--- src/sv/ncq_pkg.sv ---
// Shared constants and types of the Newton-Cotes quadrature core.
package ncq_pkg;

    localparam int SAMPLE_WIDTH_DEF = 32;
    localparam int ACC_WIDTH_DEF    = 64;
    localparam int OUT_WIDTH        = 64;
    localparam int RULE_W           = 2;
    localparam int STEP_W           = 32;
    localparam int LIMB_W           = 32;
    localparam int CFG_ADDR_W       = 1;
    localparam int CFG_DATA_W       = 32;
    localparam int FIFO_DEPTH       = 4;
    // Boole weights times 360 reach 1440 times a sample, so twelve bits of growth.
    localparam int WSUM_GROWTH      = 12;
    localparam int SCALE_DEN        = 360;
    localparam int HALF_DEN         = 180;
    localparam int REM_W            = 9;
    // one quotient digit of the division by 360 per cycle: a digit step sees less than
    // 360 * 2^16, so its product with ceil(2^34 / 360) shifted down by 34 is exact
    localparam int DIV_DIGIT_W      = 16;
    localparam int RECIP_SHIFT      = 34;
    localparam int RECIP_W          = 26;
    localparam logic [RECIP_W-1:0] RECIP_360 = 26'd47721859;

    localparam logic [RULE_W-1:0] RULE_RESET = 2'd0;
    localparam logic [STEP_W-1:0] STEP_RESET = 32'h0001_0000;

    localparam logic [CFG_ADDR_W-1:0] CFG_RULE_SELECT = 1'b0;
    localparam logic [CFG_ADDR_W-1:0] CFG_STEP_SIZE   = 1'b1;

    typedef enum logic [2:0] {
        SCL_IDLE,
        SCL_ABS,
        SCL_MUL_LO,
        SCL_MUL_HI,
        SCL_SUM,
        SCL_DIV,
        SCL_DONE
    } t_scl_state;

    typedef struct packed {
        logic valid;
        logic clip;
    } t_job_ctl;

endpackage

--- src/sv/ncq_front.sv ---
// Sample intake: group tracking and weighted group sums.
module ncq_front #(
    parameter int SAMPLE_WIDTH = ncq_pkg::SAMPLE_WIDTH_DEF
) (
    input  logic                                       i_clk,
    input  logic                                       i_rst_n,
    input  logic [ncq_pkg::RULE_W-1:0]                 i_rule,
    input  logic                                       i_valid,
    output logic                                       o_ready,
    input  logic signed [SAMPLE_WIDTH-1:0]             i_sample,
    input  logic                                       i_last,
    input  logic                                       i_full,
    output logic                                       o_push,
    output logic signed [SAMPLE_WIDTH+ncq_pkg::WSUM_GROWTH-1:0] o_wsum,
    output logic                                       o_last
);
    import ncq_pkg::*;

    localparam int WSUM_W = SAMPLE_WIDTH + WSUM_GROWTH;

    logic signed [SAMPLE_WIDTH-1:0] r_smp [4];
    logic [2:0]                     r_pos;
    logic [2:0]                     n_pos;
    logic [2:0]                     rule_p1;
    logic [2:0]                     k;
    logic [2:0]                     npts;
    logic                           close_grp;
    logic                           accept;
    logic signed [SAMPLE_WIDTH-1:0] op [5];

    // 360 times the Newton-Cotes weighted sum over n points
    function automatic logic signed [WSUM_W-1:0] f_weigh(
        input logic [2:0]                     n,
        input logic signed [SAMPLE_WIDTH-1:0] a,
        input logic signed [SAMPLE_WIDTH-1:0] b,
        input logic signed [SAMPLE_WIDTH-1:0] c,
        input logic signed [SAMPLE_WIDTH-1:0] d,
        input logic signed [SAMPLE_WIDTH-1:0] e
    );
        logic signed [WSUM_W-1:0] ea, eb, ec, ed, ee, t, u, r;
        ea = WSUM_W'(a);
        eb = WSUM_W'(b);
        ec = WSUM_W'(c);
        ed = WSUM_W'(d);
        ee = WSUM_W'(e);
        t  = '0;
        u  = '0;
        r  = '0;
        case (n)
            3'd2: begin
                t = ea + eb;
                r = (t <<< 7) + (t <<< 5) + (t <<< 4) + (t <<< 2);
            end
            3'd3: begin
                t = ea + (eb <<< 2) + ec;
                r = (t <<< 7) - (t <<< 3);
            end
            3'd4: begin
                u = eb + ec;
                t = ea + ed + (u <<< 1) + u;
                r = (t <<< 7) + (t <<< 3) - t;
            end
            3'd5: begin
                u = ea + ee;
                t = (u <<< 3) - u + ((eb + ed) <<< 5) + (ec <<< 3) + (ec <<< 2);
                r = t <<< 4;
            end
            default: r = '0;
        endcase
        return r;
    endfunction

    assign o_ready   = !i_full;
    assign accept    = i_valid && !i_full;
    assign rule_p1   = 3'(i_rule) + 3'd1;
    assign close_grp = (r_pos >= rule_p1);
    // slot that the new sample takes in the weighed group
    assign k         = close_grp ? rule_p1 : r_pos;
    assign npts      = k + 3'd1;

    always_comb begin
        for (int i = 0; i < 4; i++) begin
            op[i] = (k == 3'(i)) ? i_sample : r_smp[i];
        end
        op[4] = i_sample;
    end

    assign o_push = accept && (close_grp || i_last);
    assign o_last = i_last;
    assign o_wsum = (close_grp || k != 3'd0) ? f_weigh(npts, op[0], op[1], op[2], op[3], op[4])
                                             : '0;

    always_comb begin
        n_pos = r_pos;
        if (accept) begin
            if (i_last) begin
                n_pos = 3'd0;
            end else if (close_grp) begin
                n_pos = 3'd1;
            end else begin
                n_pos = r_pos + 3'd1;
            end
        end
    end

    always_ff @(posedge i_clk) begin
        if (!i_rst_n) begin
            r_pos <= 3'd0;
        end else begin
            r_pos <= n_pos;
        end
    end

    // held samples are only read below the fill position, so need no reset
    always_ff @(posedge i_clk) begin
        if (accept && !i_last) begin
            if (close_grp) begin
                r_smp[0] <= i_sample;
            end else begin
                r_smp[r_pos[1:0]] <= i_sample;
            end
        end
    end

endmodule

--- config.mk ---
export PLATFORM = sky130hd
export DESIGN_NAME = ncq_front
export DESIGN_NICKNAME = d
export VERILOG_FILES = /design/src/sv/ncq_pkg.sv /design/src/sv/ncq_front.sv
export SDC_FILE = /design/constraint.sdc
export NUM_CORES = 1
export LEC_CHECK = 0
export BUFFER_PORTS_ARGS = -buffer_cell sky130_fd_sc_hd__buf_2
export CAP_MARGIN = 15
export CORE_AREA = 3 3 246 248
export CTS_CLUSTER_DIAMETER = 120
export CTS_CLUSTER_SIZE = 16
export DETAILED_ROUTE_END_ITERATION = 8
export DIE_AREA = 0 0 249 251
export PLACE_DENSITY = 0.73
export RECOVER_POWER = 50
export SLEW_MARGIN = 20
export SYNTH_ARGS = -nofsm -noshare
export SYNTH_HDL_FRONTEND = slang
export SYNTH_SLANG_ARGS = --single-unit
export TNS_END_PERCENT = 20
--- constraint.sdc ---
create_clock -name i_clk -period 22.9 [get_ports i_clk]
set_input_delay 1.145 -clock i_clk [delete_from_list [all_inputs] [get_ports i_clk]]
set_output_delay 1.145 -clock i_clk [all_outputs]
set_load 0.02 [all_outputs]
==> Word level (Yosys, flattened, before mapping) <==
Memory sizes are Yosys's and may differ from the RTL's.
Index checks and enable logic that the tools add are counted.
{ "op_classes": {"addsub": 22, "order_cmp": 1, "n_eq_ne": 7, "muxes": 18, "reduce_logical": 10} }
{ "op_table": {"columns": ["operator", "count"], "rows": [
  ["$pmux W44 S4", 1],
  ["$add A32 B32 Y33", 5],
  ["$mux W32", 5],
  ["$add A43 B39 Y44", 1],
  ["$mux W44", 1],
  ["$sub A43 B39 Y44", 1],
  ["$sub A44 B36 Y44", 1],
  ["$add A42 B35 Y43", 1],
  ["$add A41 B37 Y42", 1],
  ["$add A40 B38 Y41", 1],
  ["$add A39 B35 Y40", 1],
  ["$add A40 B34 Y40", 1],
  ["$add A37 B38 Y39", 1],
  ["$sub A36 B33 Y37", 1],
  ["$add A35 B32 Y36", 1],
  ["$add A35 B33 Y36", 1],
  ["$add A32 B34 Y35", 1],
  ["$add A33 B34 Y35", 1],
  ["$reduce_or A32 Y1", 1],
  ["$eq A3 B2 Y1 const B", 4],
  ["$mux W3", 3],
  ["$mux W1", 7],
  ["$add A3 B1 Y3 const B", 2],
  ["$eq A3 B3 Y1 const B", 2],
  ["9 further kinds", 13]
]} }
{ "word_totals": {"ff_bits": 3, "mem_bits_rw": 128, "input_bits": 39, "out_inout_bits": 47, "word_cells": 60, "mem_count": 1} }
{ "mem_list": {"columns": ["name", "depth", "width", "rd", "rd_clocked_by_memory_dff", "wr", "line", "text"], "rows": [
  ["r_smp", 4, 32, 4, 0, 1, "ncq_front.sv:21", "logic signed [SAMPLE_WIDTH-1:0] r_smp [4];"]
]} }

==> Logic depth before layout (Yosys ltp) <==
{ "logic_depth": {"depth_word": 12, "mapped_depth": 56, "depth_no_buf": 51} }

==> Worst setup path before layout <==
No wires, ideal clock.
{ "synth_timing": {"kind": "input port to output port", "from": "input i_rule[0] in the netlist's numbering", "to": "output o_wsum[42] in the netlist's numbering", "arrival_ns": 11.774, "required_time_ns": 21.755, "setup_slack_ns": 9.981, "stages": 52, "n_path_buf": 4, "cell_sequence": "ha_1 > inv_1 > ha_1 > o211ai_1 > buf_2 > and4_1 > o21ai_2 > buf_2 > clkbuf_1 > buf_1 > nand2_1 > nand2_1 > ha_1 > o21ai_0 > a31oi_1 > a31o_2 > and3_1 > a31o_2 > [16 not listed] > xor2_1 > fa_1 > inv_1 > ha_1 > a21o_1 > a21o_1 > a21o_1 > a21o_1 > a21oi_1 > o21ai_0 > and2_1 > o41ai_1 > a21oi_1 > a221oi_1 > o21bai_1 > xor2_1 > nand2_1 > a41oi_1"} }
{ "synth_between": {"elab_chain_cells": 12, "word_cells_on_any_way": 39, "cone_classes": "add/sub: 21; order compare: 1; eq/ne: 7; mux: 7; reduce/logical: 3"} }
{ "synth_rtl": {"columns": ["element", "line", "text"], "rows": [
  ["start, declared", "ncq_front.sv:7", "input logic [ncq_pkg::RULE_W-1:0] i_rule,"],
  ["$add A2 B1 Y3 (*)", "ncq_front.sv:75", "assign rule_p1 = 3'(i_rule) + 3'd1;"],
  ["$ge A3 B3 Y1", "ncq_front.sv:76", "assign close_grp = (r_pos >= rule_p1);"],
  ["$mux W3", "ncq_front.sv:78", "assign k = close_grp ? rule_p1 : r_pos;"],
  ["$eq A3 B2 Y1, or another cell as far along", "ncq_front.sv:83", "op[i] = (k == 3'(i)) ? i_sample : r_smp[i];"],
  ["$mux W32", "ncq_front.sv:83", null],
  ["$add A32 B32 Y33, on equally long branches", "ncq_front.sv:60, ncq_front.sv:59, ncq_front.sv:64", null],
  ["$add A33 B34 Y35 or $sub A36 B33 Y37 (tied branches)", "ncq_front.sv:60, ncq_front.sv:65", null],
  ["$add A35 B33 Y36 or $add A37 B38 Y39 (tied branches)", "ncq_front.sv:60, ncq_front.sv:65", null],
  ["$add A43 B39 Y44 or $add A39 B35 Y40 (tied branches)", "ncq_front.sv:61, ncq_front.sv:65", null],
  ["$sub A44 B36 Y44 or $add A40 B34 Y40 (tied branches)", "ncq_front.sv:61, ncq_front.sv:65", null],
  ["$pmux W44 S4", "ncq_front.sv:49", "case (n)"],
  ["$mux W44 (*)", "ncq_front.sv:90", "assign o_wsum = (close_grp || k != 3'd0) ? f_weigh(npts, op[0], op[1], op[2], op[3], op[4])"],
  ["end, declared", "ncq_front.sv:14", "output logic signed [SAMPLE_WIDTH+ncq_pkg::WSUM_GROWTH-1:0] o_wsum,"]
]} }
Every way passes the cells marked *; elsewhere a longest branch is shown, timed or not.

==> Worst setup path in the final report <==
Ends and elaborated chain as after synthesis.

==> results.py <==
metrics = {
    "synthesis": {
        "syn_inst": 3825,
        "synth-edff-count": 128,
        "ys_seq_elements": 131,
        "synth.area.top_cells": "fa_1 18%, ha_1 14%, edfxtp_1 12%",
        "syn_nets": 4512,
        "ys_seq_area_share_pct": 12.2,
        "synth_ff_type": "edfxtp_1",
        "ys_warn_count": 0,
        "ys_types": 104,
        "yosys.cell_count.top_type": "inv_1",
        "async_flop_share_pct": 0,
        "netlist_top_cells_count": "607 x inv_1, 368 x ha_1, 313 x nand2_1, 305 x a21oi_1, 280 x fa_1",
        "synth_largest_area_cell": "fa_1",
        "syn_area_per_cell_um2": 8.37,
        "synth.top_cell.area_share_pct": 17.5,
        "synth.cell_area_um2": 32000,
    },
    "route": {
        "vias_per_cell": 6.09,
        "drt_iter0_drc": 2463,
        "drt-wirelength-per-cell_um": 21.3,
        "route.detailed.drc": 0,
        "num_vias": 28281,
        "first_pass_iters": 6,
        "wl_mm": 99.0,
        "detail-route-antenna-nets": 0,
    },
    "floorplan": {
        "fp.coreArea_um2": 58700,
        "dieArea_um2": 62500,
        "fp-row-count": 89,
        "die_h_um": 251,
        "initial_core_util_pct": 54.5,
        "die_w_um": 249,
        "io_pins": 86,
    },
    "sta": {
        "clock_skew_ns": 0.0204,
        "rsz0062_at_grt": "false",
        "slew_headroom_pct": -56.4,
        "hold_viol": 0,
        "fin_tns_setup_ns": 0,
        "worst_pin_slew_ns": 2.35,
        "setup_violations": 0,
        "fin_crit_ns": 15.27,
        "maxSlewViolCount": 33,
        "fmax_mhz": 65.5,
        "fin_crit_sh_pct": 66.7,
    },
    "final_layout": {
        "area_growth_pct": 5.56,
        "fin_nets": 4545,
        "drive_gt1_share_pct": 5.40,
    },
    "worst_setup_path": {
        "path_class": "in -> out",
        "slowest_delay_ns": 0.74,
        "crit_buf_inv": 8,
        "cp_data_arrival_time_ns": 14.13,
        "slowest_stage": "a31oi_1",
        "crit_path_start_kind": "input pin",
        "setup.worst_path.end_class": "primary output",
        "worstPathRequired_ns": 21.76,
        "path_max_fanout": 36,
        "cpMostUsedCell": "a21oi_1",
        "crit_family": "compound AO/OA/AOI/OAI gates",
    },
    "clock_tree": {
        "htree_levels": 4,
        "post-cts-setup-buffers": 0,
        "post_cts_resized": 0,
        "holdBufCountCts": 0,
        "clockBufferDepth": 2,
        "clockRootBuffer": "clkbuf_16",
        "clkTransAtPathRegs_ns": 0.07,
        "clock_sinks": 131,
        "cts_tree": "built",
        "cts_buffers": 17,
        "clk_latency_ns": 0.48,
    },
    "grt": {
        "antenna_found_initial": 1,
        "grt_pass1_vias": 27219,
        "grtUsageTotal_pct": 31.5,
        "grt-ovfl-total": 0,
        "grt_pass1_wl_mm": 154,
        "grt_max_degree": 44,
    },
    "worst_hold_path": {
        "hp-class": "reg -> reg",
    },
    "run_status": {
        "violations": "max-capacitance violations, max-slew violations",
        "status": "finished, violations left",
    },
    "run": {
        "max_cap_viol_count": 1,
    },
    "placed_design": {
        "gp_congestion": 1.01,
        "dp_hpwl_mm": 83.6,
        "port_buffers": 85,
    },
}
==> path summary, 6_finish.rpt <==
kind	startpoint	endpoint	slack, ns	depth (start not counted)
max reg2reg	r_pos[0]	r_smp[0][25]	18.46	8
max	i_rule[0]	o_wsum[42]	7.63	48
min reg2reg	r_pos[2]	r_pos[2]	0.59	2
min	r_pos[2]	r_pos[2]	0.59	2
==> per-layer routing <==
metal / routed length, um / vias to the layer above / track usage [%]
met5: 0 / - / 0
met4: 2280 / 0 / 7.75
met3: 10300 / 150 / 8.43
met2: 41000 / 1217 / 46.3
met1: 45400 / 13552 / 45.9
li1: - / 13362 / -
==> flip-flops by register name, indices dropped and copies added (netlist names) <==
signal,cells
r_smp,128
r_pos,3
==> cells by family (layout without fill, tap and decap cells) <==
family / Yosys count / in the layout / synth area share, %
flops: 131 / 131 / 12.2
fa+ha+maj: 659 / 659 / 32.3
mux: 77 / 77 / 2.50
other cells: 0 / 1 / 0
buf+inv: 700 / 746 / 8.38
simple gates: 843 / 843 / 12.5
xor+xnor: 350 / 350 / 9.58
compound gates: 1065 / 1065 / 22.5
==> tightest hold or removal path: stages, from the launching register on <==
cell      delay [ns]
dfxtp_1         0.36
o21ai_0         0.10
a21boi_0        0.08
==> layout make-up <==
type                    instances  area, um^2
clock inverters                15         183
diodes                          1        2.50
multi-input cells            2994       25500
fillers                      5399       24900
well taps                     773         967
inverters                     608        2280
clock buffers                  17         425
repair buffers                106         536
flip-flops and latches        131        3900
==> through the flow <==
stage	util (%)	hold WS, ns	setup WS, ns	area [um^2]	cells
global placement	56.6	0.558	8.48	33200	4612
detailed placement	56.6	0.580	8.13	33200	4612
finish	57.6	0.588	7.63	33800	4645
CTS	57.6	0.591	8.09	33800	4644
global route	57.6	0.626	6.58	33800	4645
floorplan	-	0.510	9.98	32000	3825
==> cells in the final DEF (no fill, tap or decap), types with 29 or more instances in the layout <==
cell type / n
inv_1: 607
ha_1: 367
nand2_1: 313
a21oi_1: 305
fa_1: 280
xnor2_1: 219
a21o_1: 201
nor2_1: 164
xor2_1: 131
o21ai_0: 129
edfxtp_1: 128
nand3_1: 69
mux2i_1: 56
o21bai_1: 55
buf_2: 50
nand2b_1: 45
nor3_1: 40
nor2b_1: 39
clkbuf_1: 36
o21a_1: 34
a31oi_1: 30
o22ai_1: 29
Power is left out: the tool's default activity adds up to more than one toggle a clock period on the data nets, which glitch-free logic cannot reach.
