**config.mk**
```make
export PLATFORM = sky130hd
export DESIGN_NAME = ncq_scale
export DESIGN_NICKNAME = d
export VERILOG_FILES = /design/src/sv/ncq_pkg.sv /design/src/sv/ncq_scale.sv
export SDC_FILE = /design/constraint.sdc
export NUM_CORES = 2
export LEC_CHECK = 0
export BUFFER_PORTS_ARGS = -buffer_cell sky130_fd_sc_hd__buf_4
export CORE_ASPECT_RATIO = 0.7
export CORE_MARGIN = 3
export CORE_UTILIZATION = 35
export CTS_BUF_LIST = sky130_fd_sc_hd__clkbuf_16
export CTS_CLUSTER_SIZE = 24
export DETAILED_ROUTE_END_ITERATION = 10
export HOLD_SLACK_MARGIN = 0.12
export PLACE_DENSITY_LB_ADDON = 0.15
export SETUP_SLACK_MARGIN = 0.1
export SLEW_MARGIN = 20
export SYNTH_ARGS = -nofsm -noshare
export SYNTH_HDL_FRONTEND = slang
export SYNTH_SLANG_ARGS = --single-unit
```
**constraint.sdc**
```tcl
create_clock -name i_clk -period 19.24 [get_ports i_clk]
set_input_delay 0.962 -clock i_clk [delete_from_list [all_inputs] [get_ports i_clk]]
set_output_delay 0.962 -clock i_clk [all_outputs]
set_load 0.02 [all_outputs]
```
**src/sv/ncq_pkg.sv**
```systemverilog
// Shared constants and types of the Newton-Cotes quadrature core.
package ncq_pkg;

    localparam int SAMPLE_WIDTH_DEF = 32;
    localparam int ACC_WIDTH_DEF    = 64;
    localparam int OUT_WIDTH        = 64;
    localparam int RULE_W           = 2;
    localparam int STEP_W           = 32;
    localparam int LIMB_W           = 32;
    localparam int CFG_ADDR_W       = 1;
    localparam int CFG_DATA_W       = 32;
    localparam int FIFO_DEPTH       = 4;
    // Boole weights times 360 reach 1440 times a sample, so twelve bits of growth.
    localparam int WSUM_GROWTH      = 12;
    localparam int SCALE_DEN        = 360;
    localparam int HALF_DEN         = 180;
    localparam int REM_W            = 9;
    // one quotient digit of the division by 360 per cycle: a digit step sees less than
    // 360 * 2^16, so its product with ceil(2^34 / 360) shifted down by 34 is exact
    localparam int DIV_DIGIT_W      = 16;
    localparam int RECIP_SHIFT      = 34;
    localparam int RECIP_W          = 26;
    localparam logic [RECIP_W-1:0] RECIP_360 = 26'd47721859;

    localparam logic [RULE_W-1:0] RULE_RESET = 2'd0;
    localparam logic [STEP_W-1:0] STEP_RESET = 32'h0001_0000;

    localparam logic [CFG_ADDR_W-1:0] CFG_RULE_SELECT = 1'b0;
    localparam logic [CFG_ADDR_W-1:0] CFG_STEP_SIZE   = 1'b1;

    typedef enum logic [2:0] {
        SCL_IDLE,
        SCL_ABS,
        SCL_MUL_LO,
        SCL_MUL_HI,
        SCL_SUM,
        SCL_DIV,
        SCL_DONE
    } t_scl_state;

    typedef struct packed {
        logic valid;
        logic clip;
    } t_job_ctl;

endpackage

```
**src/sv/ncq_scale.sv**
```systemverilog
// Final scaling: total times step over 360, rounded, saturated, output register.
module ncq_scale #(
    parameter int ACC_WIDTH = ncq_pkg::ACC_WIDTH_DEF
) (
    input  logic                               i_clk,
    input  logic                               i_rst_n,
    input  ncq_pkg::t_job_ctl                  i_job,
    input  logic signed [ACC_WIDTH-1:0]        i_job_acc,
    output logic                               o_job_ready,
    input  logic [ncq_pkg::STEP_W-1:0]         i_step,
    output logic                               o_valid,
    input  logic                               i_ready,
    output logic [ncq_pkg::OUT_WIDTH-1:0]      o_data,
    output logic                               o_flag
);
    import ncq_pkg::*;

    localparam int PROD_W    = ACC_WIDTH + STEP_W;
    localparam int DIV_W     = ((PROD_W + DIV_DIGIT_W - 1) / DIV_DIGIT_W) * DIV_DIGIT_W;
    localparam int DIV_STEPS = DIV_W / DIV_DIGIT_W;
    localparam int CNT_W     = $clog2(DIV_STEPS);
    localparam int PART_W    = REM_W + DIV_DIGIT_W;
    localparam int MULQ_W    = PART_W + RECIP_W;
    localparam logic [OUT_WIDTH-1:0] OUT_MAX = {1'b0, {(OUT_WIDTH-1){1'b1}}};
    localparam logic [OUT_WIDTH-1:0] OUT_MIN = {1'b1, {(OUT_WIDTH-1){1'b0}}};

    t_scl_state r_state, n_state;

    logic [ACC_WIDTH-1:0]          r_acc;
    logic                          r_clip;
    logic                          r_neg;
    logic [ACC_WIDTH-1:0]          r_mag;
    logic [2*LIMB_W-1:0]           r_pp;
    logic [DIV_W-1:0]              r_num;
    logic [REM_W-1:0]              r_rem;
    logic [CNT_W-1:0]              r_cnt;
    logic                          r_out_valid;
    logic [OUT_WIDTH-1:0]          r_out_data;
    logic                          r_out_flag;

    logic                          mul_hi;
    logic                          out_free;
    logic                          out_load;
    logic [LIMB_W-1:0]             mul_a;
    logic [2*LIMB_W-1:0]           mul_p;
    logic [PART_W-1:0]             div_part;
    logic [MULQ_W-1:0]             div_prod;
    logic [DIV_DIGIT_W-1:0]        div_q;
    logic [PART_W-1:0]             div_back;
    logic [DIV_W-1:0]              div_num;
    logic [REM_W-1:0]              div_rem;
    logic                          over;
    logic [OUT_WIDTH-1:0]          res;

    assign out_free = !r_out_valid || i_ready;

    // next state
    always_comb begin
        n_state = r_state;
        case (r_state)
            SCL_IDLE:   if (i_job.valid) n_state = SCL_ABS;
            SCL_ABS:    n_state = SCL_MUL_LO;
            SCL_MUL_LO: n_state = SCL_MUL_HI;
            SCL_MUL_HI: n_state = SCL_SUM;
            SCL_SUM:    n_state = SCL_DIV;
            SCL_DIV:    if (r_cnt == '0) n_state = SCL_DONE;
            SCL_DONE:   if (out_free) n_state = SCL_IDLE;
            default:    n_state = SCL_IDLE;
        endcase
    end

    // state decodes
    always_comb begin
        o_job_ready = 1'b0;
        mul_hi      = 1'b0;
        out_load    = 1'b0;
        case (r_state)
            SCL_IDLE:   o_job_ready = 1'b1;
            SCL_MUL_HI: mul_hi      = 1'b1;
            SCL_DONE:   out_load    = out_free;
            default:    ;
        endcase
    end

    // one 32 by 32 multiplier, low limb then high limb
    assign mul_a = mul_hi ? LIMB_W'(r_mag[ACC_WIDTH-1:LIMB_W]) : r_mag[LIMB_W-1:0];
    assign mul_p = mul_a * i_step;

    // division by 360, one 16-bit quotient digit a cycle by reciprocal multiplication
    assign div_part = {r_rem, r_num[DIV_W-1 -: DIV_DIGIT_W]};
    assign div_prod = MULQ_W'(div_part) * MULQ_W'(RECIP_360);
    assign div_q    = div_prod[RECIP_SHIFT +: DIV_DIGIT_W];
    assign div_back = PART_W'(div_q) * PART_W'(SCALE_DEN);
    assign div_rem  = REM_W'(div_part - div_back);
    assign div_num  = {r_num[DIV_W-DIV_DIGIT_W-1:0], div_q};

    assign over = (|r_num[DIV_W-1:OUT_WIDTH])
               || (r_num[OUT_WIDTH-1] && (!r_neg || (|r_num[OUT_WIDTH-2:0])));
    assign res  = over  ? (r_neg ? OUT_MIN : OUT_MAX)
                : r_neg ? (~r_num[OUT_WIDTH-1:0] + 1'b1) : r_num[OUT_WIDTH-1:0];

    always_ff @(posedge i_clk) begin
        if (!i_rst_n) begin
            r_state     <= SCL_IDLE;
            r_out_valid <= 1'b0;
        end else begin
            r_state <= n_state;
            if (out_load) begin
                r_out_valid <= 1'b1;
            end else if (i_ready) begin
                r_out_valid <= 1'b0;
            end
        end
    end

    always_ff @(posedge i_clk) begin
        case (r_state)
            SCL_IDLE: begin
                if (i_job.valid) begin
                    r_acc  <= i_job_acc;
                    r_clip <= i_job.clip;
                end
            end
            SCL_ABS: begin
                r_neg <= r_acc[ACC_WIDTH-1];
                r_mag <= r_acc[ACC_WIDTH-1] ? (~r_acc + 1'b1) : r_acc;
            end
            SCL_MUL_LO: r_pp <= mul_p;
            SCL_MUL_HI: begin
                // rounding bias of half the divisor rides in with the low product
                r_num <= DIV_W'(r_pp) + DIV_W'(HALF_DEN);
                r_pp  <= mul_p;
            end
            SCL_SUM: begin
                r_num <= r_num + (DIV_W'(r_pp) << LIMB_W);
                r_rem <= '0;
                r_cnt <= CNT_W'(DIV_STEPS - 1);
            end
            SCL_DIV: begin
                r_num <= div_num;
                r_rem <= div_rem;
                r_cnt <= r_cnt - 1'b1;
            end
            default: ;
        endcase
        if (out_load) begin
            r_out_data <= res;
            r_out_flag <= over || r_clip;
        end
    end

    assign o_valid = r_out_valid;
    assign o_data  = r_out_data;
    assign o_flag  = r_out_flag;

endmodule

```
---- Yosys cells after proc, flatten, opt, wreduce, memory -nomap -nowiden ----
Cells that the tools add are included.
storage, ports and cells
  register bits ........................... 371
  input bits .............................. 101
cells by class
  $add $sub $neg .......................... 6
  $mul .................................... 3
  eq/ne operators ......................... 9
  multiplexer cells ....................... 17
  bitwise logic cells ..................... 2
  reduce and logical (&&, ||, !) cells .... 17
operators with widths
  operator                                              number
  case mux 96 bit (3 select lines)                      1
  2-to-1 mux 64 bit                                     3
  adder 64 x 1 -> 64 bit (second input constant)        2
  NOT 64 bit                                            2
  adder 96 bit                                          1
  adder 64 x 8 -> 65 bit (second input constant)        1
  multiplier 32 x 32 -> 64 bit                          1
  2-to-1 mux 63 bit                                     1
  OR reduction 63 bit                                   1
  multiplier 25 x 26 -> 50 bit (second input constant)  1
  2-to-1 mux 32 bit                                     1
  OR reduction 32 bit                                   1
  case mux 3 bit (7 select lines)                       1
  case mux 9 bit (2 select lines)                       1
  multiplier 16 x 6 -> 6 bit (second input constant)    1
  == test 3 bit (second input constant)                 3
  2-to-1 mux 3 bit                                      3
  subtractor 9 bit                                      1
  == test 3 x 2 -> 1 bit (second input constant)        2
  logical NOT 3 bit                                     2
  != test 2 bit (second input constant)                 3
  case mux 3 bit (2 select lines)                       1
  2-to-1 mux 1 bit                                      5
  logical OR 1 bit                                      4
  other kinds (9)                                       11

---- Logic depth before layout (Yosys ltp) ----
  depth in word-level cells ............... 5
  mapped depth ............................ 38
  depth with buffers taken out ............ 38

---- Least setup slack after synthesis ----
OpenSTA, ideal clock, no wires.
  path type ............................... reg-to-reg
  from .................................... reg r_num[84]
  to ...................................... reg r_rem[8], data pin
  library setup time ...................... 0.266 ns
  data arrival time ....................... 8.158 ns
  path slack .............................. 10.816 ns
  cell stages (with the launch flop) ...... 35
  path buffers ............................ 0
  path through ............................ edfxtp_1 -> ha_1 -> ha_1 -> inv_1 -> fa_1 -> inv_1 -> fa_1 -> inv_1 -> fa_1 -> fa_1 -> inv_1 -> fa_1 -> ha_1 -> a21o_1 -> a221oi_1 -> o211ai_1 -> a41oi_1 -> o21ai_0 -> a221oi_1 -> o311ai_0 -> xnor2_1 -> inv_1 -> ha_1 -> ha_1 -> inv_1 -> fa_1 -> inv_1 -> ha_1 -> inv_1 -> ha_1 -> a21oi_1 -> xnor2_1 -> xnor2_1 -> xnor2_1 -> nor2_1
between the ends
  longest elaborated chain between the ends .. 4
ends and longest elaborated chain
  what                                 line              RTL
  start, declared                      ncq_scale.sv:34   logic [DIV_W-1:0] r_num;
  start signal, assigned               ncq_scale.sv:131  r_num <= DIV_W'(r_pp) + DIV_W'(HALF_DEN);
  start signal, assigned               ncq_scale.sv:135  r_num <= r_num + (DIV_W'(r_pp) << LIMB_W);
  start signal, assigned               ncq_scale.sv:140  r_num <= div_num;
  multiplier 25 x 26 -> 50 bit         ncq_scale.sv:91   assign div_prod = MULQ_W'(div_part) * MULQ_W'(RECIP_360);
  multiplier 16 x 6 -> 6 bit           ncq_scale.sv:93   assign div_back = PART_W'(div_q) * PART_W'(SCALE_DEN);
  subtractor 9 bit (*)                 ncq_scale.sv:94   assign div_rem = REM_W'(div_part - div_back);
  case mux 9 bit (2 select lines) (*)  ncq_scale.sv:117  case (r_state)
  end signal, assigned                 ncq_scale.sv:141  r_rem <= div_rem;
  end, declared                        ncq_scale.sv:35   logic [REM_W-1:0] r_rem;
Every way passes the cells marked *; elsewhere a longest branch is shown, timed or not.
A chain may end at the register's enable or synchronous reset.

---- Final worst setup path ----
  from .................................... reg r_state[2]
  to ...................................... reg r_pp[62], data pin
between the ends
  longest elaborated chain between the ends .. 4
ends and longest elaborated chain
  what                          line              RTL
  start, declared               ncq_scale.sv:27   t_scl_state r_state, n_state;
  start signal, assigned        ncq_scale.sv:107  r_state <= n_state;
  == test 3 x 2 -> 1 bit        ncq_scale.sv:77   case (r_state)
  2-to-1 mux 1 bit              ncq_scale.sv:77
  2-to-1 mux 32 bit             ncq_scale.sv:86   assign mul_a = mul_hi ? LIMB_W'(r_mag[ACC_WIDTH-1:LIMB_W]) : r_mag[LIMB_W-1:0];
  multiplier 32 x 32 -> 64 bit  ncq_scale.sv:87   assign mul_p = mul_a * i_step;
  net mul_p[62]                 ncq_scale.sv:45   logic [2*LIMB_W-1:0] mul_p;
  end signal, assigned          ncq_scale.sv:128  SCL_MUL_LO: r_pp <= mul_p;
  end signal, assigned          ncq_scale.sv:132  r_pp <= mul_p;
  end, declared                 ncq_scale.sv:33   logic [2*LIMB_W-1:0] r_pp;
The timed path passes the listed nets, and every way through them passes these cells.

==> metrics.yaml <==
floorplan.initialDensity_pct: 35.5
maximum_number_of_buffers_from_clock_root_to_sink: 3
setup_viol: 0
clock_insertion_delay_worst_skew_ns: 0.64
criticalPathCategory: "register to register"
timing.max_slew.rel_slack_pct: 26.2
timing.clock.skew_ns: 0.0895
worstMarginPinSlew_ns: 1.11
arrival_ns: 10.01
numPortBuffers: 167
synth_enable_flop_cells: 367
dr.first_iter.drc_count: 4055
ratio_of_final_minimum_period_to_clock_period_pct: 50.5
clock_tree.htree_level_count: 2
die_h_um: 361
utilization_pct: 38.2
post-route-cell-area_sq_um: 68100
synthDominantAreaCellType: "fa_1"
count_of_pins_on_the_block_boundary: 168
worst-path-max-fanout: 32
setup_total_negative_slack_ns: 0
r2r_end: "r_pp[62]"
antenna_violations_before_repair: 9
timing_max_transition_violations_final: 0
num-nets-final: 8327
yosys_warnings: 0
number_of_iterations_in_the_first_detailed_routing_pass: 5
worst_hold_slack_ns: 0.501
routedWlPerCell_um: 23.9
reg2reg_depth: 25
clock_tree.root_cell: "clkbuf_16"
syn_area_per_cell_sq_um: 9.55
layout.filler_cells: 17900
period_needed_ns: 9.71
die_x_um: 514
yosys_most_used_dff: "edfxtp_1"
area_growth_pct: 7.79
synth.ff_latch_count: 371
timing.fmax_mhz: 103
postSynthNetCount: 8365
grt.overflow.total: 0
via_count: 47100
grt_start_max_net_pins: 68
dp_hpwl_um: 163000
grt_first_pass_wirelength_um: 323000
ctsResizeCount: 0
fp.dieArea_sq_um: 186000
multi_input_area_sq_um: 46200
place_area_sq_um: 66700
cts.sink_count: 371
capturing_element_of_the_worst_setup_path: "r_pp[62]"
min_path_type: "register to register"
route.detailed.drc: 0
synth.area.top_cells: "fa_1 (34%), edfxtp_1 (17%), ha_1 (11%)"
sequential_fraction_of_the_synthesis_area_pct: 17.6
area.sequential_sq_um: 11100
track_usage_pct: 23.1
regToRegStartpoint: "r_state[2]"
endpoint_kind: "register"
place.gp.congestion: 0.942
drv_cap: 0
synth_async_sr_flop_share_pct: 0
run_status: "finished clean"
critPathLaunch: "r_state[2]"
layout-drive-gt1-share_pct: 5.58
synth_cell_type_count: 94
synth_cells: 6614
share_of_the_synthesized_area_in_the_top_cell_type_pct: 33.9
critPathLaunchType: "register"
grt_setup_unrepaired: "false"
clk_transition_reported_paths_ns: 0.07
drt-total-wl_um: 215000
grt_pass1_vias: 48700
synth_area_sq_um: 63200
crit_required_ns: 19.54
clock_tree_from_tritoncts: "yes"
core-area_sq_um: 178000
rows: 129
final_antenna_net_count: 0
cts_made_buffers: 42
post_cts_buffers: 0
cts_hold_repair.buffers: 0
report.final.hold_viol_count: 0
rrSetupSlack_ns: 9.53
routed_via_density: 5.24
-- flip-flops by register name, summed over array words and instances, names as in the netlist --
| name | count |
|---|---|
| r_num | 96 |
| o_data | 64 |
| r_acc | 64 |
| r_mag | 64 |
| r_pp | 64 |
| r_rem | 9 |
| r_cnt | 3 |
| r_state | 3 |
| o_flag | 1 |
| o_valid | 1 |
| r_clip | 1 |
| r_neg | 1 |
-- synth_stat cells, types with 24 or more instances --
cell type,number
clkbuf_1,290
o21ai_0,189
or3_1,40
fa_1,1071
a21oi_1,265
xnor2_1,179
mux2_2,32
nand4_1,38
o31ai_1,28
inv_1,1270
o21bai_1,26
nand3_1,93
and2_1,481
nor3_1,63
a211oi_1,51
a21o_1,118
nor2_1,145
o211ai_1,24
xor2_1,85
edfxtp_1,367
ha_1,579
and3_1,39
nand2_1,813
-- area by class of cell --
type,count,share of cell area [%]
inverter,1270,7.00
clock inverter,35,0.515
timing repair buffer,223,2.46
sequential,371,16.3
multi-input combinational,4668,67.8
tap,2358,4.33
antenna,6,0.0221
clock buffer,42,1.54
-- critical path, stage by stage, from the launching register on --
cell	delay (ns)
dfxtp_1	0.58
nand3b_1	0.19
buf_4	0.37
mux2_2	0.97
and2_1	0.26
fa_1	0.44
fa_1	0.49
fa_1	0.51
inv_1	0.05
fa_1	0.47
inv_1	0.05
fa_1	0.47
fa_1	0.56
fa_1	0.43
fa_1	0.48
ha_1	0.46
a21oi_1	0.26
o21ai_0	0.18
a21o_1	0.19
a21oi_1	0.23
o22ai_1	0.20
o21ai_0	0.44
nand2_1	0.23
and3_1	0.22
a2111oi_0	0.48
xnor2_1	0.13
-- how the worst min path moves through the flow --
stage,startpoint,endpoint,slack (ns),cells past startpoint
2_1_floorplan,r_acc[63],r_neg,0.42,0
4_1_cts,i_job_acc[25],r_acc[25],0.49,1
3_3_place_gp,r_acc[0],r_mag[0],0.50,0
3_5_place_dp,r_acc[0],r_mag[0],0.50,0
5_1_grt,i_job_acc[25],r_acc[25],0.50,1
6_report,r_acc[0],r_mag[0],0.50,0
-- through the flow --
stage	worst slack (ns)	cells
detailed placement	9.57	8890
global placement	9.63	8890
global route	9.08	8967
floorplan	10.82	6614
CTS	9.56	8967
finish	9.53	8973
-- routing by layer --
layer	vias up	GRT usage [%]	share of wire [%]
met2	1878	33.7	41
met4	0	4.47	2.3
met3	233	4.31	8.3
met1	24000	35.6	48
met5	-	0	0
li1	21000	-	-
-- cell families after synthesis --
logic type / synth area share [%]
buf+inv: 9.39
compound gates: 8.92
fa+ha+maj: 45.4
xor+xnor: 3.66
simple gates: 14.4
mux: 0.666
flops: 17.6
-- cells in the final DEF, fill, tap and decap left out, types with 7 or more instances in the layout --
| cell | instances |
|---|---|
| nor2_1 | 143 |
| xor2_1 | 85 |
| buf_4 | 223 |
| a211oi_1 | 51 |
| o21ai_0 | 189 |
| edfxtp_1 | 367 |
| clkbuf_16 | 42 |
| o22ai_1 | 13 |
| nand3_1 | 93 |
| xnor2_1 | 179 |
| o21bai_1 | 26 |
| clkinv_1 | 14 |
| fa_1 | 1071 |
| or3_1 | 40 |
| nor4_1 | 17 |
| a221oi_1 | 10 |
| nand2b_1 | 18 |
| o31ai_1 | 28 |
| nand2_1 | 812 |
| a21boi_0 | 14 |
| o211ai_1 | 24 |
| nor2b_1 | 15 |
| ha_1 | 579 |
| o41ai_1 | 9 |
| and2_1 | 480 |
| a31oi_1 | 20 |
| or4_1 | 18 |
| a2bb2oi_1 | 7 |
| mux2_2 | 32 |
| nand4_1 | 38 |
| a21o_1 | 118 |
| nor3_1 | 61 |
| inv_1 | 1273 |
| or2_2 | 7 |
| and3_1 | 39 |
| a211o_1 | 8 |
| o21a_1 | 21 |
| a21oi_1 | 265 |
| and4_1 | 10 |
Power is left out: the tool's default activity adds up to more than one toggle a clock period on the data nets, which glitch-free logic cannot reach.
