### src/sv/ncq_pkg.sv
// Shared constants and types of the Newton-Cotes quadrature core.
package ncq_pkg;

    localparam int SAMPLE_WIDTH_DEF = 32;
    localparam int ACC_WIDTH_DEF    = 64;
    localparam int OUT_WIDTH        = 64;
    localparam int RULE_W           = 2;
    localparam int STEP_W           = 32;
    localparam int LIMB_W           = 32;
    localparam int CFG_ADDR_W       = 1;
    localparam int CFG_DATA_W       = 32;
    localparam int FIFO_DEPTH       = 4;
    // Boole weights times 360 reach 1440 times a sample, so twelve bits of growth.
    localparam int WSUM_GROWTH      = 12;
    localparam int SCALE_DEN        = 360;
    localparam int HALF_DEN         = 180;
    localparam int REM_W            = 9;
    // one quotient digit of the division by 360 per cycle: a digit step sees less than
    // 360 * 2^16, so its product with ceil(2^34 / 360) shifted down by 34 is exact
    localparam int DIV_DIGIT_W      = 16;
    localparam int RECIP_SHIFT      = 34;
    localparam int RECIP_W          = 26;
    localparam logic [RECIP_W-1:0] RECIP_360 = 26'd47721859;

    localparam logic [RULE_W-1:0] RULE_RESET = 2'd0;
    localparam logic [STEP_W-1:0] STEP_RESET = 32'h0001_0000;

    localparam logic [CFG_ADDR_W-1:0] CFG_RULE_SELECT = 1'b0;
    localparam logic [CFG_ADDR_W-1:0] CFG_STEP_SIZE   = 1'b1;

    typedef enum logic [2:0] {
        SCL_IDLE,
        SCL_ABS,
        SCL_MUL_LO,
        SCL_MUL_HI,
        SCL_SUM,
        SCL_DIV,
        SCL_DONE
    } t_scl_state;

    typedef struct packed {
        logic valid;
        logic clip;
    } t_job_ctl;

endpackage

### src/sv/ncq_accum.sv
// Saturating run accumulator; hands the closed total to the scaler.
module ncq_accum #(
    parameter int SAMPLE_WIDTH = ncq_pkg::SAMPLE_WIDTH_DEF,
    parameter int ACC_WIDTH    = ncq_pkg::ACC_WIDTH_DEF
) (
    input  logic                                                i_clk,
    input  logic                                                i_rst_n,
    input  logic                                                i_valid,
    input  logic signed [SAMPLE_WIDTH+ncq_pkg::WSUM_GROWTH-1:0] i_wsum,
    input  logic                                                i_last,
    output logic                                                o_pop,
    output ncq_pkg::t_job_ctl                                   o_job,
    output logic signed [ACC_WIDTH-1:0]                         o_job_acc,
    input  logic                                                i_job_ready
);
    import ncq_pkg::*;

    localparam int WSUM_W = SAMPLE_WIDTH + WSUM_GROWTH;
    localparam int SUM_W  = ((ACC_WIDTH > WSUM_W) ? ACC_WIDTH : WSUM_W) + 1;

    logic signed [ACC_WIDTH-1:0] r_acc, n_acc;
    logic                        r_clip, n_clip;
    logic signed [SUM_W-1:0]     sum;
    logic signed [ACC_WIDTH-1:0] sat;
    logic                        fits;

    assign sum  = SUM_W'(r_acc) + SUM_W'(i_wsum);
    // in range when every bit above the accumulator's sign agrees with it
    assign fits = (&sum[SUM_W-1:ACC_WIDTH-1]) || !(|sum[SUM_W-1:ACC_WIDTH-1]);
    assign sat  = fits ? sum[ACC_WIDTH-1:0]
                       : (sum[SUM_W-1] ? {1'b1, {(ACC_WIDTH-1){1'b0}}}
                                       : {1'b0, {(ACC_WIDTH-1){1'b1}}});

    assign o_pop       = i_valid && (!i_last || i_job_ready);
    assign o_job.valid = i_valid && i_last;
    assign o_job.clip  = r_clip || !fits;
    assign o_job_acc   = sat;

    always_comb begin
        n_acc  = r_acc;
        n_clip = r_clip;
        if (o_pop) begin
            if (i_last) begin
                n_acc  = '0;
                n_clip = 1'b0;
            end else begin
                n_acc  = sat;
                n_clip = r_clip || !fits;
            end
        end
    end

    always_ff @(posedge i_clk) begin
        if (!i_rst_n) begin
            r_acc  <= '0;
            r_clip <= 1'b0;
        end else begin
            r_acc  <= n_acc;
            r_clip <= n_clip;
        end
    end

endmodule

### config.mk
export PLATFORM = sky130hd
export DESIGN_NAME = ncq_accum
export DESIGN_NICKNAME = d
export VERILOG_FILES = /design/src/sv/ncq_pkg.sv /design/src/sv/ncq_accum.sv
export SDC_FILE = /design/constraint.sdc
export NUM_CORES = 1
export LEC_CHECK = 0
export BUFFER_PORTS_ARGS = -buffer_cell sky130_fd_sc_hd__buf_2
export CORE_MARGIN = 3
export CORE_UTILIZATION = 40
export DETAILED_ROUTE_END_ITERATION = 10
export PLACE_DENSITY = 0.66
export RECOVER_POWER = 25
export SLEW_MARGIN = 20
export SYNTH_ARGS = -nofsm -noshare
export SYNTH_HDL_FRONTEND = slang
export SYNTH_SLANG_ARGS = --single-unit
### constraint.sdc
create_clock -name i_clk -period 5.35 [get_ports i_clk]
set_input_delay 0.2675 -clock i_clk [delete_from_list [all_inputs] [get_ports i_clk]]
set_output_delay 0.2675 -clock i_clk [all_outputs]
set_load 0.005 [all_outputs]
Word level (Yosys, flattened, before mapping)
Cells that the tools add are included. Widths: inputs -> output; s select.

Multiplexer cells: 4. $add $sub $neg: 1. Reduce and logical (&&, ||, !) cells: 10.

Operators with widths (number): $mux 64 (3); $add 64x44->65 (1); $logic_not 1->1 (3); $logic_or 1x1->1 (3); $logic_and 1x1->1 (2); $reduce_and 2->1 (1); $reduce_or 2->1 (1); $mux 1 (1).

Input port bits: 49. Flip-flop bits (word level): 65.

Depth between registers and ports, before layout
Gate-level depths: netlist of the first run.

Depth after elaboration: 7. Depth in mapped cells: 14.

Worst setup path before layout of the first run
Ideal clock, no wire load.

Path type: reg-to-output. Start: reg r_acc[0]. End: out o_job_acc[62]. Cell stages (with the launch flop): 13. Arrival: 3.071 ns. Slack: 2.011 ns. Cells stage by stage: dfxtp_1 -> ha_1 -> fa_1 -> a211oi_1 -> o311a_1 -> o211ai_1 -> a221oi_1 -> o31a_1 -> o31a_1 -> o31ai_1 -> a221o_1 -> xor2_1 -> a21o_1.

Longest elaborated chain between the ends: 5. Elaborated cells between the ends (all ways): 7. Classes of those cells: 1 x add/sub; 2 x mux; 4 x reduce/logical.

Ends and longest elaborated chain: start: declaration (RTL line ncq_accum.sv:21) `logic signed [ACC_WIDTH-1:0] r_acc, n_acc;`; start signal: assignment (RTL line ncq_accum.sv:58) `r_acc <= n_acc;`; $add 64x44->65 (*) (RTL line ncq_accum.sv:27) `assign sum = SUM_W'(r_acc) + SUM_W'(i_wsum);`; $reduce_or 2->1 (RTL line ncq_accum.sv:29) `assign fits = (&sum[SUM_W-1:ACC_WIDTH-1]) || !(|sum[SUM_W-1:ACC_WIDTH-1]);`; $logic_not 1->1 (RTL line ncq_accum.sv:29); $logic_or 1x1->1 (RTL line ncq_accum.sv:29); $mux 64 (*) (RTL line ncq_accum.sv:30) `assign sat = fits ? sum[ACC_WIDTH-1:0]`; end: declaration (RTL line ncq_accum.sv:13) `output logic signed [ACC_WIDTH-1:0] o_job_acc,`.

Mark *: on every way between the ends. The rest lies on a longest branch, timed or not.

Worst setup path after layout of the first run
Start: in i_wsum[43] in the netlist's numbering. End: out o_job_acc[13].

Longest elaborated chain between the ends: 5. Elaborated cells between the ends (all ways): 7. Classes of those cells: 1 x add/sub; 2 x mux; 4 x reduce/logical.

Ends and longest elaborated chain: start: declaration (RTL line ncq_accum.sv:9) `input logic signed [SAMPLE_WIDTH+ncq_pkg::WSUM_GROWTH-1:0] i_wsum,`; $add 64x44->65 (*) (RTL line ncq_accum.sv:27); $reduce_or 2->1 (RTL line ncq_accum.sv:29); $logic_not 1->1 (RTL line ncq_accum.sv:29); $logic_or 1x1->1 (RTL line ncq_accum.sv:29); $mux 64 (*) (RTL line ncq_accum.sv:30).

Marks and branches as above.

==> results.txt, run 1 <==
* Status: completed
- RSZ-0062 raised after global routing: false
- DRC marker count from the first detailed-route iteration: 559
- From bottom edge to top edge, the die measures 136 um.
* Sequential-to-total area share from yosys stat: 19.1%
- Slowest cell on crit path: a2111oi_0
* Routing usage on met3: 3.40%
- Met1 track demand over resource: 32.6%
- Overflow left after global routing: 0
- Ranked by total cell area, the synthesized netlist is headed by dfxtp_1, ha_1, o21ai_0, nand2_1, a21oi_1.
- Warning count from the yosys run: 0
- The worst register-to-register path has a setup slack of 920 ps.
- The first global-routing pass estimated 35100 um of wire.
- For this run, the slowest stage of the critical path takes 670 ps.
* Worst-margin pin slew: 1010 ps
- At the end of routability-driven placement, the weighted congestion stood at 1.00.
- Synth Net Count: 1021
- Number of antenna violations at the first check in global routing: 0
- Starting utilization of the core area: 40.9%
- Type of the worst setup path: input pin to output port
- Global-route total usage across every layer: 23.4%
- Dividing the detail-routed via count by the number of cells gives 5.98.
- Subtracting the final worst setup slack from the clock period gives 4820 ps.
* Number of synthesized flops with an enable pin: 0
* Highest net fanout along the worst path: 29
* Max VDD drop: 0.161 mV
- Max transition margin: 31.9%
- For this run, global-route usage on met2 was measured as 37.4%.
- Layout fillers: 1695
* Count of cell types in the netlist: 71
* Clock transition at the registers of the reported paths: 50 ps
* Post-synthesis instance total: 907
- Area share of the largest cell type after synthesis: 19.1%
- Post-Route Setup TNS: 0 ps
* Setup violation total in the final timing report: 0
- The clock reaches the later pin of the worst-skew pair after 350 ps.
- Before antenna repair, the detailed router went through 5 iterations.
- TritonCTS built the clock tree.
- The max-slew violation total from the final report is 0.
* Synth Area per Inst: 7.50 um2
* Number of hold violations in the final report: 0
- Share of synthesized registers carrying an async set or reset: 0%
- Layout Skew: 11.4 ps
* Critical Path RT: 5080 ps
* DRT Wirelength: 21600 um
- Part of the cycle the worst path needs: 90.0%
* Die X-Extent: 136 um
- Most used flip-flop cell after synthesis: dfxtp_1
- After legalization and detailed placement, the total HPWL measured 16300 um.
* Largest net degree at the start of global routing: 47
* Worst reg2reg path startpoint: r_acc[51]
* Vias in the first global route: 6839
* H-tree lvl count: 3
- The global routing stage identified its most utilized layer as met2.
* Cell-by-cell listing of the critical path: buf_2, ha_1, a21oi_1, o21ai_0, a2111oi_0, a21oi_1, a221o_1, a221o_1, nor3_4, mux2_4, buf_4, o21ai_0, buf_2
- The floorplan has 47 rows.
- Counting cells, the worst reg-to-reg path comes to 11.
- CP bufs+invs: 3
- Among all cell types in the netlist, the one instantiated most often is nand2_1.
- #FFs+latches synth: 65
- Summing all multi-input logic gate instances after layout gives 5070 um2.
- For this design the static power due to leakage is 3.37 nW.
- Total number of cells along the worst setup path: 13
- Number of setup buffers added after CTS: 0
- Number of buffer cells added on primary ports: 115
- Max-Cap Viols: 0
- Fraction of layout instances using a drive strength above 1: 15.2%
- Summing all flip-flop and latch instances after layout gives 1300 um2.
- Once placement completed, the tool counted placed cells totaling 1187.
- Dividing the detail-routed wire length by the instance count gives 17.9 um.
- Worst min-delay path category: input pin to register
* Clock buffers created by TritonCTS: 9
- The commonest cells after synthesis are nand2_1, o21ai_0, a21oi_1, dfxtp_1, ha_1.
- Achievable Freq: 208 MHz
- Critical path capture point type: output port
- Number of sinks driven by the clock tree: 65
- Critical register-to-register path endpoint: r_acc[29]
- Utilization after layout: 46.4%
- DIE AREA: 18600 um2
- The critical path ends at o_job_acc[13].
- Number of buffers inserted by hold repair at cts: 0
* Count of antenna diodes in the layout: 0
- Tracing the worst setup path back leads to its startpoint at i_wsum[43].
* Kind of start point of the critical path: input pin
- DR DRC count: 0
* Filler-free cell count of the finished design: 1202
* CORE AREA: 16600 um2
* Clk buf depth: 2
- The synthesized netlist occupies a cell area of 6810 um2.
- Pwr Density: 299 nW/um2
* Root buffer cell: clkbuf_16
* Library cell with the largest summed area after synthesis: dfxtp_1
- Total power for the finished layout comes to 0.00230 W.
- At the worst endpoint, the arrival time is 4550 ps.
* Vias: 7189
* Post-layout nets: 1092
- Remaining antenna violation count after routing: 0
- Among cell families on the critical path, the largest total delay comes from compound AO/OA/AOI/OAI gates.
* Syn-to-layout area delta: 13.4%
* Ports: 116
- Gates resized during post-CTS repair numbered 0.
-- cells in the final DEF (no fill, tap or decap), drive strengths merged, types with 4 or more instances in the layout --
cell      n
nor2     35
o31ai     6
nand4    27
or2       6
nor3     10
nor2b     4
or3       6
a21o     24
and3      5
o31a      5
xnor2    36
o211ai   17
a31oi     8
o21bai   16
and4      6
xor2     24
and2      9
a21oi    85
dfxtp    65
nand2b    4
o21a     12
o311ai   39
nor4      5
a211oi    5
clkbuf   16
a221oi    4
a221o    10
ha       64
nand2   121
buf     119
nand3    14
inv      28
o21ai   103
-- per-stage QoR --
stage / instance area [um2] / hold WS [ps] / worst slack [ps]
floorplan: 6810 / 406 / 2010
global placement: 7410 / 444 / 920
detailed placement: 7410 / 453 / 881
CTS: 7740 / 242 / 860
global route: 7720 / 254 / 276
finish: 7720 / 253 / 534
-- routing by layer --
layer	share of wire [%]	wire (um)	up-vias
met5	0	0	-
met4	2.2	470	0
met3	4.7	1020	36
met2	45	9780	214
met1	48	10300	3375
li1	-	-	3564
-- power breakdown --
group          total [W]  internal [W]  switching, W  leakage (nW)
sequential      0.000563      0.000534     0.0000289         0.531
clock           0.000676      0.000444      0.000232         0.162
combinational    0.00106      0.000431      0.000634          2.68
-- state kept, by name (all words and copies together), names as in the netlist --
signal  flops
r_acc      64
r_clip      1
-- cell type report --
type                    count  area share [%]
clock buffers              13            3.50
clock inverters             2           0.778
inverters                  28            1.36
multi-input cells         752            65.7
flip-flops and latches     65            16.9
well taps                 220            3.57
repair buffers            122            8.22
-- worst min-delay path, stage by stage --
cell     delay [ps]
buf_2           150
o21ai_0          90
a21oi_1          40
-- worst min-delay path by stage --
| stage | startpoint | endpoint | slack, ps | depth (start not counted) |
|---|---|---|---|---|
| 2_1_floorplan | i_rst_n | r_acc[58] | 410 | 2 |
| 3_3_place_gp | r_acc[49] | r_acc[49] | 440 | 2 |
| 3_5_place_dp | r_acc[13] | r_acc[13] | 450 | 2 |
| 4_1_cts | i_rst_n | r_acc[60] | 240 | 3 |
| 5_1_grt | i_rst_n | r_acc[63] | 250 | 2 |
| 6_report | i_rst_n | r_acc[60] | 250 | 3 |
-- logic make-up after synthesis --
logic type	after synthesis	synth area share, %
buffers and inverters	90	6.34
AOI/OAI and AO/OA	367	36.0
muxes	3	0.533
and+or+nand+nor	257	18.2
DFF	65	19.1
xor gates and xnor gates	60	7.72
adders and majority gates	65	12.1
No activity file was read; power rests on OpenSTA's default activity.
==> inputs of run 2 (changes only) <==
- PLACE_DENSITY: 0.66 -> 0.68
- clock period: 5.35 -> 3.9 ns (I/O delays scaled with it)
==> results.txt, run 2 (synthesis results as in run 1) <==
* Critical register-to-register path endpoint: r_acc[23]
- Worst min-delay path category: input pin to register
* Remaining antenna violation count after routing: 0 (unchanged)
- The leakage power summed over all cells came to 3.63 nW (+7.8%).
- The largest registers in the layout are r_acc (64), r_clip (1).
- The count of buffers from port buffering came to 115 (unchanged).
- The wire length of the first global-routing pass was 34800 um (-0.84%).
- The count of pins on the block boundary was 116 (unchanged).
- Slack of the worst reg-to-reg path: 180 ps (-740 ps)
* Final Wtd Congestion: 0.985 (-2.0%)
- Pwr Density: 374 nW/um2 (+25%)
- Vias in the first global route: 6769 (-1.0%)
- Count of pins over their slew limit: 0 (unchanged)
- The data arrival at the endpoint of the critical path is 3630 ps (-920 ps).
- Worst reg2reg path startpoint: r_acc[50]
- The standard cell area after detailed placement came to 7680 um2 (+3.6%).
* DRC marker count from the first detailed-route iteration: 673 (+20%)
- Starting utilization of the core area: 40.9% (unchanged)
* Hold_sp: i_rst_n
* Internal power summed over all cells: 0.00188 W (+33%)
* Critical Path RT: 3700 ps (-1380 ps)
- Hold Path Cell Cnt: 3 (unchanged)
* Vias per cell: 5.90 (-1.4%)
- Depth of the worst register-to-register path: 13 (+2)
* DR DRC count: 0 (unchanged)
- The delay of the slowest cell on the worst path came to 440 ps (-230 ps).
- Estimated wirelength of the detail-placed design: 17100 um (+5.2%)
- The largest voltage drop on the vdd net came to 0.232 mV (+44%).
* Slowest cell on crit path: mux2_1
- Switching component of the power: 0.00129 W (+44%)
- The initial antenna violation count was 0 (unchanged).
- Number of flip-flops under the largest register name: 64 (unchanged)
- STA classifies the critical path startpoint as a register.
- Sequential cell fraction of total power: 24.6% (+0.2 points)
- Highest net fanout along the worst path: 7 (-76%)
- The worst setup path is captured at an output port.
- Cell seen most often among critical-path stages: buf_4
- Height of the die: 136 um (unchanged)
- Finished layout cell area: 8470 um2 (+9.7%)
- The total routed wirelength is 22900 um (+6.1%).
- Count of antenna diodes in the layout: 0 (unchanged)
* Layout fillers: 1664 (-1.8%)
- Walking the worst path, the cells encountered are ha_2, a21oi_1, o21ai_2, o31a_1, a211o_1, a31oi_4, a31o_4, nor3_4, buf_4, mux2_1, buf_4, a21o_1, buf_2.
* Post-detailed-route wirelength per cell: 18.3 um (+1.7%)
- The number of endpoints with negative hold slack in the final report was 0 (unchanged).
* Total Power: 0.00316 W (+37%)
- Number of sinks driven by the clock tree: 65 (unchanged)
* CORE AREA: 16600 um2 (unchanged)
* Die X-Extent: 136 um (unchanged)
- The worst setup path is of the register to output port kind.
- CP bufs+invs: 3 (unchanged)
- The worst hold path terminates at r_acc[60].
- Timing would allow up to 261 MHz.
* Setup violation total in the final timing report: 0 (unchanged)
- Syn-to-layout area delta: 24.4%
- Status: completed
* Max transition margin: 37.8% (+5.9 points)
- H-tree lvl count: 3 (unchanged)
- DIE AREA: 18600 um2 (unchanged)
- The max-capacitance violation count came to 0 (unchanged).
* RSZ-0062 raised after global routing: true
* Global-route total usage across every layer: 23.4% (-0.026 points)
- Layout Skew: 5.71 ps (-5.67 ps)
- Clock share of power: 23.6% (-5.7 points)
- The slew at the pin closest to its max-slew limit was 923 ps (-88.1 ps).
- Part of the cycle the worst path needs: 98.2%
- The total via count after detailed routing came to 7394 (+2.9%).
- The number of rows in the core area was 47 (unchanged).
- The proportion of layout cells with a drive suffix above 1 was 24.0% (+8.8 points).
- The routed design could run at a clock period as short as 3830 ps.
* Register with the highest flop count: r_acc
* Switching part of the total: 40.6% (+1.8 points)
* Clock transition at the registers of the reported paths: 60 ps (about the same)
- Clock tree from TritonCTS: yes
- On the critical path the largest part of the delay comes from compound AO/OA/AOI/OAI gates.
- Most common cell after layout, fill and taps aside: nand2_1
- The share of power burned in combinational logic came to 51.8% (+5.6 points).
- Largest net degree at the start of global routing: 38 (-19%)
- The accumulated negative setup slack was 0 ps (unchanged).
- In the layout the commonest cells are nand2_1, buf_2, o21ai_0, a21oi_1, dfxtp_1.
- Post-layout nets: 1146 (+4.9%)
- The insertion delay to the later sink of the worst-skew pair is 350 ps (about the same).
- Clock tree synthesis selected as its root buffer the cell clkbuf_16.
- Clk buf depth: 2 (unchanged)
- Overflow left after global routing: 0 (unchanged)
- Router iterations before antenna repair: 7 (+2)
- The number of CTS-inserted buffers came to 9 (unchanged).
run 2: cell count changes in the layout (fill, tap and decap cells not counted), moves of 5 or more:
cell / delta
ha_2: +7
ha_1: -17
o21ai_1: +10
ha_4: +10
buf_4: +48
o21ai_0: -12
o311ai_0: -9
a21oi_1: -6
a21oi_2: +5
o311ai_1: +8
run 2: area by class of cell:
cell class / instances / area (um2) / area share [%]
multi-input combinational: 753 / 5420 / 64.0
sequential: 65 / 1300 / 15.4
timing repair buffer: 175 / 1110 / 13.2
tap: 220 / 275 / 3.25
clock buffer: 12 / 246 / 2.91
inverter: 28 / 105 / 1.24
clock inverter: 1 / 5.00 / 0.0591
run 2: worst max-delay path by stage:
stage / start / to / slack [ps] / depth (start not counted)
after global routing: r_acc[0] / o_job_acc[62] / -110 / 13
after floorplan: r_acc[0] / r_acc[62] / 590 / 12
after global placement: i_wsum[0] / o_job_acc[62] / 70 / 15
final: r_acc[50] / o_job_acc[52] / 70 / 13
after detailed placement: r_acc[0] / o_job_acc[62] / 120 / 14
after CTS: r_acc[0] / o_job_acc[62] / -2 / 14
run 2: power by group through the flow:
stage | registers, W | clock network [W] | logic, W
after global placement | 0.000784 | 0 | 0.00149
after global routing | 0.000786 | 0.000783 | 0.00180
final | 0.000779 | 0.000746 | 0.00164
after floorplan | 0.000773 | 0 | 0.000979
after detailed placement | 0.000786 | 0 | 0.00150
after CTS | 0.000773 | 0.000752 | 0.00153
run 2: timing repair:
item                                    in CTS  in global routing
pin swaps                                   11                 29
cloned                                       0                  4
endpoints found under the setup margin      61                 63
endpoints found under the hold margin        0                  0
resized for setup                           19                 51
buffers inserted                             6                 14
hold buffers                                 0                  0
run 2: worst reg2reg max path: cells and delay by family, from the launching register on:
kind                       cells  cell delay [ps]
buffers and inverters          2              530
DFF                            1              380
AOI/OAI and AO/OA              7             1640
adders and majority gates      1              340
and+or+nand+nor                2              250
muxes                          1              440
run 2: layer usage:
layer  part of all wire [%]  up-vias  GRT usage, %
met3                    6.1       22          3.48
met4                    1.5        0          6.22
li1                       -     3679             -
met1                     46     3463          31.9
met2                     47      230          38.7
met5                      0        -             0
run 2: stage by stage:
step | hold slack, ps | std cells | util, % | setup WS (ps)
finish | 171 | 1254 | 50.9 | 70.5
global route | 185 | 1254 | 50.9 | -110
CTS | 167 | 1237 | 48.4 | -2.27
detailed placement | 452 | 1218 | 46.1 | 118
global placement | 444 | 1218 | 46.1 | 75.0
floorplan | 333 | 907 | - | 594
